### config.mk
export PLATFORM = sky130hd
export DESIGN_NAME = timed_lift_motor_sequencer_unit
export DESIGN_NICKNAME = d
export VERILOG_FILES = /design/src/hw/rtl/tlms_pkg.sv /design/src/hw/rtl/tlms_cfg_regs.sv /design/src/hw/rtl/tlms_phase_fsm.sv /design/src/hw/rtl/timed_lift_motor_sequencer_unit.sv
export SDC_FILE = /design/constraint.sdc
export NUM_CORES = 1
export LEC_CHECK = 0
export ABC_CLOCK_PERIOD_IN_PS = 3300
export BUFFER_PORTS_ARGS = -buffer_cell sky130_fd_sc_hd__buf_4
export CELL_PAD_IN_SITES_DETAIL_PLACEMENT = 0
export CELL_PAD_IN_SITES_GLOBAL_PLACEMENT = 1
export CORE_ASPECT_RATIO = 1.75
export CORE_UTILIZATION = 48
export DETAILED_ROUTE_END_ITERATION = 8
export MAX_ROUTING_LAYER = met4
export PLACE_DENSITY_LB_ADDON = 0.25
export SYNTH_ARGS = -nofsm -noshare
export SYNTH_HDL_FRONTEND = slang
export SYNTH_SLANG_ARGS = --single-unit
### constraint.sdc
create_clock -name clk_i -period 3.3 [get_ports clk_i]
set_input_delay 0.66 -clock clk_i [delete_from_list [all_inputs] [get_ports clk_i]]
set_output_delay 0.66 -clock clk_i [all_outputs]
set_load 0.01 [all_outputs]
### src/hw/rtl/tlms_pkg.sv
package tlms_pkg;

  localparam int unsigned TimerW = 16;
  localparam int unsigned RegW   = 16;
  localparam int unsigned PhaseW = 3;
  localparam int unsigned IdxW   = 3;

  localparam logic [PhaseW-1:0] PhIdle = 3'd0;
  localparam logic [PhaseW-1:0] PhRise = 3'd1;
  localparam logic [PhaseW-1:0] PhHold = 3'd2;
  localparam logic [PhaseW-1:0] PhDesc = 3'd3;
  localparam logic [PhaseW-1:0] PhAdjU = 3'd4;
  localparam logic [PhaseW-1:0] PhAdjD = 3'd5;
  localparam logic [PhaseW-1:0] PhFin  = 3'd6;

  localparam logic [IdxW-1:0] RegInitRolls = 3'd0;
  localparam logic [IdxW-1:0] RegHoldUp    = 3'd1;
  localparam logic [IdxW-1:0] RegDescend   = 3'd2;
  localparam logic [IdxW-1:0] RegAdjUp     = 3'd3;
  localparam logic [IdxW-1:0] RegAdjDown   = 3'd4;
  localparam logic [IdxW-1:0] RegFinDown   = 3'd5;

  localparam logic [RegW-1:0] InitRollsRst = 16'd2;
  localparam logic [RegW-1:0] HoldUpRst    = 16'd12;
  localparam logic [RegW-1:0] DescendRst   = 16'd10;
  localparam logic [RegW-1:0] AdjUpRst     = 16'd6;
  localparam logic [RegW-1:0] AdjDownRst   = 16'd5;
  localparam logic [RegW-1:0] FinDownRst   = 16'd10;

  localparam logic [31:0] TimerMax = 32'((64'd1 << TimerW) - 64'd1);

  typedef struct packed {
    logic [RegW-1:0] init_rolls;
    logic [RegW-1:0] hold_up;
    logic [RegW-1:0] descend;
    logic [RegW-1:0] adj_up;
    logic [RegW-1:0] adj_down;
    logic [RegW-1:0] fin_down;
  } cfg_t;

  typedef struct packed {
    logic [RegW-1:0]   rolls;
    logic [PhaseW-1:0] phase;
    logic              motor_down;
    logic              motor_up;
  } res_t;

  // zero acts as one, saturate to timer range
  function automatic logic [TimerW-1:0] load_time(input logic [RegW-1:0] d);
    logic [31:0] v;
    v = (d == '0) ? 32'd1 : 32'(d);
    if (v > TimerMax) v = TimerMax;
    return v[TimerW-1:0];
  endfunction

endpackage

### src/hw/rtl/tlms_cfg_regs.sv
module tlms_cfg_regs (
  input  logic                  clk_i,
  input  logic                  rst_ni,
  input  logic                  cfg_we_i,
  input  logic [tlms_pkg::IdxW-1:0] cfg_idx_i,
  input  logic [tlms_pkg::RegW-1:0] cfg_data_i,
  output tlms_pkg::cfg_t        cfg_o,
  output logic                  roll_load_o
);
  import tlms_pkg::*;

  cfg_t cfg_q, cfg_d;

  always_comb begin
    cfg_d = cfg_q;
    if (cfg_we_i) begin
      case (cfg_idx_i)
        RegInitRolls: cfg_d.init_rolls = cfg_data_i;
        RegHoldUp:    cfg_d.hold_up    = cfg_data_i;
        RegDescend:   cfg_d.descend    = cfg_data_i;
        RegAdjUp:     cfg_d.adj_up     = cfg_data_i;
        RegAdjDown:   cfg_d.adj_down   = cfg_data_i;
        RegFinDown:   cfg_d.fin_down   = cfg_data_i;
        default: ;
      endcase
    end
  end

  always_ff @(posedge clk_i or negedge rst_ni) begin
    if (!rst_ni) begin
      cfg_q <= '{init_rolls: InitRollsRst, hold_up: HoldUpRst, descend: DescendRst,
                 adj_up: AdjUpRst, adj_down: AdjDownRst, fin_down: FinDownRst};
    end else begin
      cfg_q <= cfg_d;
    end
  end

  assign cfg_o       = cfg_q;
  assign roll_load_o = cfg_we_i && (cfg_idx_i == RegInitRolls);

endmodule

### src/hw/rtl/tlms_phase_fsm.sv
module tlms_phase_fsm (
  input  logic                      clk_i,
  input  logic                      rst_ni,
  input  logic                      step_i,
  input  logic                      ir_i,
  input  tlms_pkg::cfg_t            cfg_i,
  input  logic                      roll_load_i,
  input  logic [tlms_pkg::RegW-1:0] roll_load_val_i,
  output tlms_pkg::res_t            res_o
);
  import tlms_pkg::*;

  logic [PhaseW-1:0] phase_q, phase_d;
  logic [TimerW-1:0] timer_q, timer_d;
  logic [RegW-1:0]   roll_q, roll_d;
  logic              timed, done;

  assign timed = (phase_q >= PhHold) && (phase_q <= PhFin);
  assign done  = timed && (timer_q <= TimerW'(1));

  always_comb begin
    phase_d = phase_q;
    timer_d = (timed && !done) ? timer_q - TimerW'(1) : timer_q;
    roll_d  = roll_q;
    case (phase_q)
      PhIdle: begin
        if (ir_i && roll_q != '0) begin
          phase_d = PhRise;
          timer_d = '0;
        end
      end
      PhRise: begin
        if (!ir_i) begin
          phase_d = PhHold;
          timer_d = load_time(cfg_i.hold_up);
        end
      end
      PhHold: begin
        if (done) begin
          phase_d = PhDesc;
          timer_d = load_time(cfg_i.descend);
        end
      end
      PhDesc, PhAdjD: begin
        if (done) begin
          if (ir_i) begin
            phase_d = PhAdjU;
            timer_d = load_time(cfg_i.adj_up);
          end else begin
            phase_d = PhFin;
            timer_d = load_time(cfg_i.fin_down);
          end
        end
      end
      PhAdjU: begin
        if (done) begin
          phase_d = PhAdjD;
          timer_d = load_time(cfg_i.adj_down);
        end
      end
      PhFin: begin
        if (done) begin
          if (roll_q != '0) roll_d = roll_q - RegW'(1);
          phase_d = PhIdle;
          timer_d = '0;
        end
      end
      default: begin
        phase_d = PhIdle;
        timer_d = '0;
      end
    endcase
  end

  always_ff @(posedge clk_i or negedge rst_ni) begin
    if (!rst_ni) begin
      phase_q <= PhIdle;
      timer_q <= '0;
      roll_q  <= InitRollsRst;
    end else begin
      if (step_i) begin
        phase_q <= phase_d;
        timer_q <= timer_d;
        roll_q  <= roll_d;
      end else if (roll_load_i) begin
        roll_q  <= roll_load_val_i;
      end
    end
  end

  assign res_o.rolls      = roll_d;
  assign res_o.phase      = phase_d;
  assign res_o.motor_up   = (phase_d == PhRise) || (phase_d == PhHold) || (phase_d == PhAdjU);
  assign res_o.motor_down = (phase_d == PhDesc) || (phase_d == PhAdjD) || (phase_d == PhFin);

  a_fin_to_idle: assert property (@(posedge clk_i) disable iff (!rst_ni)
    step_i && phase_q == PhFin && done |=> phase_q == PhIdle)
    else $error("final phase did not return to idle");

  a_roll_hold: assert property (@(posedge clk_i) disable iff (!rst_ni)
    !step_i && !roll_load_i |=> $stable(roll_q))
    else $error("roll count moved without a request");

  a_roll_no_rise: assert property (@(posedge clk_i) disable iff (!rst_ni)
    step_i |=> roll_q <= $past(roll_q))
    else $error("roll count increased on a request");

  a_timer_live: assert property (@(posedge clk_i) disable iff (!rst_ni)
    step_i && phase_d >= PhHold && phase_d <= PhFin |=> timer_q != '0)
    else $error("timed phase entered with empty timer");

endmodule

### src/hw/rtl/timed_lift_motor_sequencer_unit.sv
// Channel | Dir | tdata fields (low bit up)                         | Width
// s_axis  | in  | ir_level[0], zero pad [7:1]                       | 8
// m_axis  | out | motor_up, motor_down, phase_now[3], rolls_left[16], | 24
//         |     | zero pad [23:21]                                  |
// cfg     | in  | cfg_we_i, cfg_idx_i (0..5), cfg_data_i[15:0]      | 16
// One request per cycle sustained while m_axis_tready is high; path: input register, then result register.
// Phase, timer and roll count advance only when the input register hands off to the result.
// Result register stalls on m_axis_tready low; input side keeps accepting into a free input reg.
// Reset: idle, timer zero, roll count 2, registers at their defaults.
module timed_lift_motor_sequencer_unit (
  input  logic                      clk_i,
  input  logic                      rst_ni,
  input  logic                      s_axis_tvalid,
  output logic                      s_axis_tready,
  input  logic [7:0]                s_axis_tdata,   // ir_level
  output logic                      m_axis_tvalid,
  input  logic                      m_axis_tready,
  output logic [23:0]               m_axis_tdata,   // motor_up, motor_down, phase_now, rolls_left
  input  logic                      cfg_we_i,
  input  logic [tlms_pkg::IdxW-1:0] cfg_idx_i,
  input  logic [tlms_pkg::RegW-1:0] cfg_data_i
);
  import tlms_pkg::*;

  cfg_t cfg;
  res_t res, res_q;
  logic roll_load;
  logic in_valid_q, ir_q, out_valid_q;
  logic advance, step;

  tlms_cfg_regs u_cfg (
    .clk_i       (clk_i),
    .rst_ni      (rst_ni),
    .cfg_we_i    (cfg_we_i),
    .cfg_idx_i   (cfg_idx_i),
    .cfg_data_i  (cfg_data_i),
    .cfg_o       (cfg),
    .roll_load_o (roll_load)
  );

  tlms_phase_fsm u_fsm (
    .clk_i           (clk_i),
    .rst_ni          (rst_ni),
    .step_i          (step),
    .ir_i            (ir_q),
    .cfg_i           (cfg),
    .roll_load_i     (roll_load),
    .roll_load_val_i (cfg_data_i),
    .res_o           (res)
  );

  assign advance       = !out_valid_q || m_axis_tready;
  assign step          = in_valid_q && advance;
  assign s_axis_tready = !in_valid_q || advance;

  always_ff @(posedge clk_i or negedge rst_ni) begin
    if (!rst_ni) begin
      in_valid_q  <= 1'b0;
      out_valid_q <= 1'b0;
    end else begin
      if (s_axis_tready) in_valid_q <= s_axis_tvalid;
      if (advance) out_valid_q <= in_valid_q;
    end
  end

  always_ff @(posedge clk_i) begin
    if (s_axis_tready && s_axis_tvalid) ir_q <= s_axis_tdata[0];
    if (step) res_q <= res;
  end

  assign m_axis_tvalid = out_valid_q;
  assign m_axis_tdata  = {3'b000, res_q.rolls, res_q.phase, res_q.motor_down, res_q.motor_up};

endmodule
==> key figures <==
Status
  – Result of the run: completed

Clocking
  – Clock edge transition at the registers on the reported setup and hold paths: roughly 0.070 ns
  – # clock sinks: 139
  – TritonCTS clock tree: built
  – Number of levels the H-tree was split into: 4
  – Post-CTS Setup Repair Bufs: 0
  – Quantity of gates resized following cts: 0
  – Number of buffers inserted by hold repair at cts: 0
  – Num CTS Buffers: 17
  – Clk root buf: sky130_fd_sc_hd__clkbuf_16
  – Clock latency on the worst-skew pair: around 0.42 ns
  – Buffers from clock root to sink, at most: 2

Logic synthesis
  – Post-synthesis area per instance: 11.0 µm²
  – Largest cells by area after synthesis: sky130_fd_sc_hd__dfrtp_1, sky130_fd_sc_hd__mux2_2, sky130_fd_sc_hd__edfxtp_1
  – Library cells used by synthesis: 80
  – Number of synthesized register bits: roughly 140
  – Cell area after technology mapping: around 0.0073 mm²
  – Portion of the post-synthesis area used by sequential elements: 49.3%
  – Fraction of registers with async set/reset: 84.2%
  – Most frequent cell after synthesis: sky130_fd_sc_hd__dfrtp_1
  – Leading area contributor after synthesis: sky130_fd_sc_hd__dfrtp_1
  – EDFF count, synth: 22
  – Area fraction of the dominant cell type after synthesis: 36.3%
  – Post-Synthesis Cells: 663
  – Number of warning messages in the yosys log: 0
  – Top cells by instance count after synthesis: sky130_fd_sc_hd__dfrtp_1, sky130_fd_sc_hd__mux2_2, sky130_fd_sc_hd__nand2_1
  – Flip-flop cell with the highest count after synthesis: sky130_fd_sc_hd__dfrtp_1

Place
  – Quantity of I/O buffers inserted on ports: 47
  – Last weighted congestion value of the routability-driven placer: between 0.9 and 1
  – HPWL after DPL: approximately 16000 µm

Timing
  – Number of pins with negative max-slew slack in the final report: 0
  – Worst rel slew slack: between 40% and 50%
  – RSZ-0062 raised after global routing: no
  – Final-report setup violation count: 0
  – Fraction of the cycle the final worst path needs: a little under nine tenths
  – Final Hold Violating Endpoints: 0
  – Setup Skew: 0.0127 ns
  – Fmax achieved: 0.352 GHz
  – Slew of the pin with the lowest slew margin: 0.879 ns
  – Final critical path time including I/O delays and setup: 2.84 ns
  – Setup total negative slack: 0 ns

Global routing
  – Wire length of the first global-routing pass: 33200 µm
  – Initial antenna violation count: 0
  – Total grt overflow: 0
  – Maximum number of pins on one net before global-route repair: roughly 120
  – Vias in the first global route: 6100
  – Overall track demand over capacity in global routing: between 20% and 30%

Power and ir drop
  – Maximum vdd drop: 400 µV
  – Power density normalized to cell area: 790 mW/mm²
  – Power consumption: between 0.006 and 0.007 W
  – Leakage power figure: 3.44 nW

Drt
  – Iteration-0 DRC count of the detailed router: between 400 and 500
  – Vias per Instance: 6.33
  – Post-route DRC violation count: 0
  – DR vias: between 5000 and 6000
  – Number of routed nets with antenna violations: 0
  – WL/cell: 23.1 µm
  – Initial DRT Pass Iterations: 5
  – Total Wirelength: 21200 µm

Final layout
  – Number of antenna repair diodes: 0
  – Count of nets after finishing: 760
  – Multi-input gate area: 0.00353 mm²
  – Layout cells sized above 1: 30.1%
  – Filler instances: 1307
  – Area growth, synth to finish: 16.8%
  – Storage element area: 0.00360 mm²

Hold path
  – Hold Crit Class: primary input to asynchronous set/reset pin

Floorplanning
  – I/O pin cnt: 58
  – X dimension of the die: roughly 95 µm
  – Area of the placeable core: 0.0149 mm²
  – Area enclosed by the die boundary: 0.0158 mm²
  – Row cnt: 59
  – Chip Height: about 170 µm
  – Initial core utilization: about 50%

Setup path
  – Worst reg2reg setup slack: approximately 0.46 ns
  – Worst setup EP type: register
  – Worst-case reg-to-reg path depth: 6
  – Crit path required time: ~3.7 ns
  – Start of the worst register-to-register path: u_fsm.timer_q[3]
  – Setup Crit Path Kind: register to register
  – Signal arrival time at the worst endpoint: 3.20 ns
  – Reg2reg end: u_fsm.timer_q[7]
  – Worst-path maximum fanout: 8
  – CP Launch Type: register

Run
  – Max capacitance violation total: 0
per-layer routing:
layer	GRT usage, %	share of wire [%]	vias up
met2	51.1	53	207
met5	-	0	-
met4	21.3	7.4	0
li1	-	-	2637
met3	3.66	3.5	88
met1	31.0	36	2895
cell usage in the layout, fill, tap and decap left out, drive strengths merged, types with 4 or more instances in the layout:
| master | netlist | routed |
|---|---|---|
| edfxtp | 22 | 22 |
| a221o | 5 | 5 |
| a32oi | 10 | 10 |
| xor2 | 7 | 7 |
| o22a | 5 | 5 |
| a211o | 4 | 4 |
| xnor2 | 12 | 12 |
| mux2 | 84 | 84 |
| a22oi | 10 | 10 |
| a21oi | 34 | 34 |
| o22ai | 6 | 6 |
| nand4 | 12 | 12 |
| a31oi | 5 | 5 |
| a211oi | 5 | 5 |
| o21ai | 19 | 19 |
| buf | 9 | 72 |
| nor2 | 43 | 43 |
| and2 | 5 | 5 |
| and3 | 9 | 9 |
| a221oi | 5 | 5 |
| inv | 13 | 23 |
| nor4 | 23 | 23 |
| a21o | 5 | 5 |
| clkbuf | 22 | 17 |
| dfstp | 11 | 11 |
| nand2 | 52 | 52 |
| a32o | 4 | 4 |
| dfrtp | 106 | 106 |
| o21a | 7 | 7 |
| nand3 | 18 | 18 |
| nor3 | 16 | 16 |
| or4 | 4 | 4 |
| or2 | 4 | 4 |
| nand2b | 12 | 12 |
| nor2b | 4 | 4 |
| mux2i | 6 | 6 |
flip-flops by register name (all words and copies together), names as in the netlist:
signal and cells:
ir_q 1, u_fsm.roll_q 16, m_axis_tdata 21, u_fsm.timer_q 16
m_axis_tvalid 1, u_fsm.phase_q 3, in_valid_q 1, u_cfg.cfg_o 80
worst max-delay path by stage:
| stage | from | endpoint | slack (ns) | cells past startpoint |
|---|---|---|---|---|
| 6_report | u_fsm.timer_q[3] | u_fsm.timer_q[7] | 0.46 | 6 |
| 5_1_grt | u_fsm.timer_q[3] | u_fsm.timer_q[7] | 0.37 | 6 |
| 4_1_cts | u_fsm.timer_q[3] | u_fsm.timer_q[7] | 0.44 | 6 |
| 3_5_place_dp | u_fsm.timer_q[3] | u_fsm.timer_q[7] | 0.48 | 6 |
| 3_3_place_gp | u_fsm.timer_q[3] | u_fsm.timer_q[7] | 0.51 | 6 |
| 2_1_floorplan | u_fsm.roll_q[0] | m_axis_tdata[0] | 0.65 | 8 |
area by class of cell:
class	count	area share [%]
multi-input combinational	482	41.3
clock inverter	15	1.79
sequential	139	42.2
tap	183	2.68
inverter	13	0.571
clock buffer	17	4.98
timing repair buffer	72	6.48
power breakdown:
group,internal (W),switching (W)
logic,0.000965,0.00128
clock network,0.00107,0.000822
registers,0.00219,0.000426
critical path, cell delays in order, from the launching register on:
cell                       delay [ns]
sky130_fd_sc_hd__dfrtp_1         0.46
sky130_fd_sc_hd__or4_1           0.68
sky130_fd_sc_hd__nor3_2          0.40
sky130_fd_sc_hd__nand3_1         0.46
sky130_fd_sc_hd__a31oi_1         0.56
sky130_fd_sc_hd__a221oi_1        0.11
sky130_fd_sc_hd__nand2_1         0.10
cells by family after synthesis:
logic type	count (synthesis)	share of synthesized area, %
AO/OA/AOI/OAI	151	15.5
XOR/XNOR	19	2.28
adder cells (fa/ha/maj)	4	0.650
buffers and inverters	44	2.57
flip-flops	139	49.3
multiplexers	90	13.8
other	1	0.0513
AND/OR/NAND/NOR	215	15.8
stage by stage:
stage / util (%) / worst slack (ns) / area (µm²) / cells / hold slack, ns
after floorplan: - / 0.650 / 7320 / 665 / 0.364
after global placement: 53.4 / 0.508 / 7960 / 889 / 0.470
after detailed placement: 53.4 / 0.477 / 7960 / 889 / 0.504
after CTS: 57.3 / 0.440 / 8540 / 921 / 0.358
after global routing: 57.3 / 0.372 / 8540 / 921 / 0.358
final: 57.3 / 0.460 / 8540 / 921 / 0.283
Power figures use the tool's default switching activity.
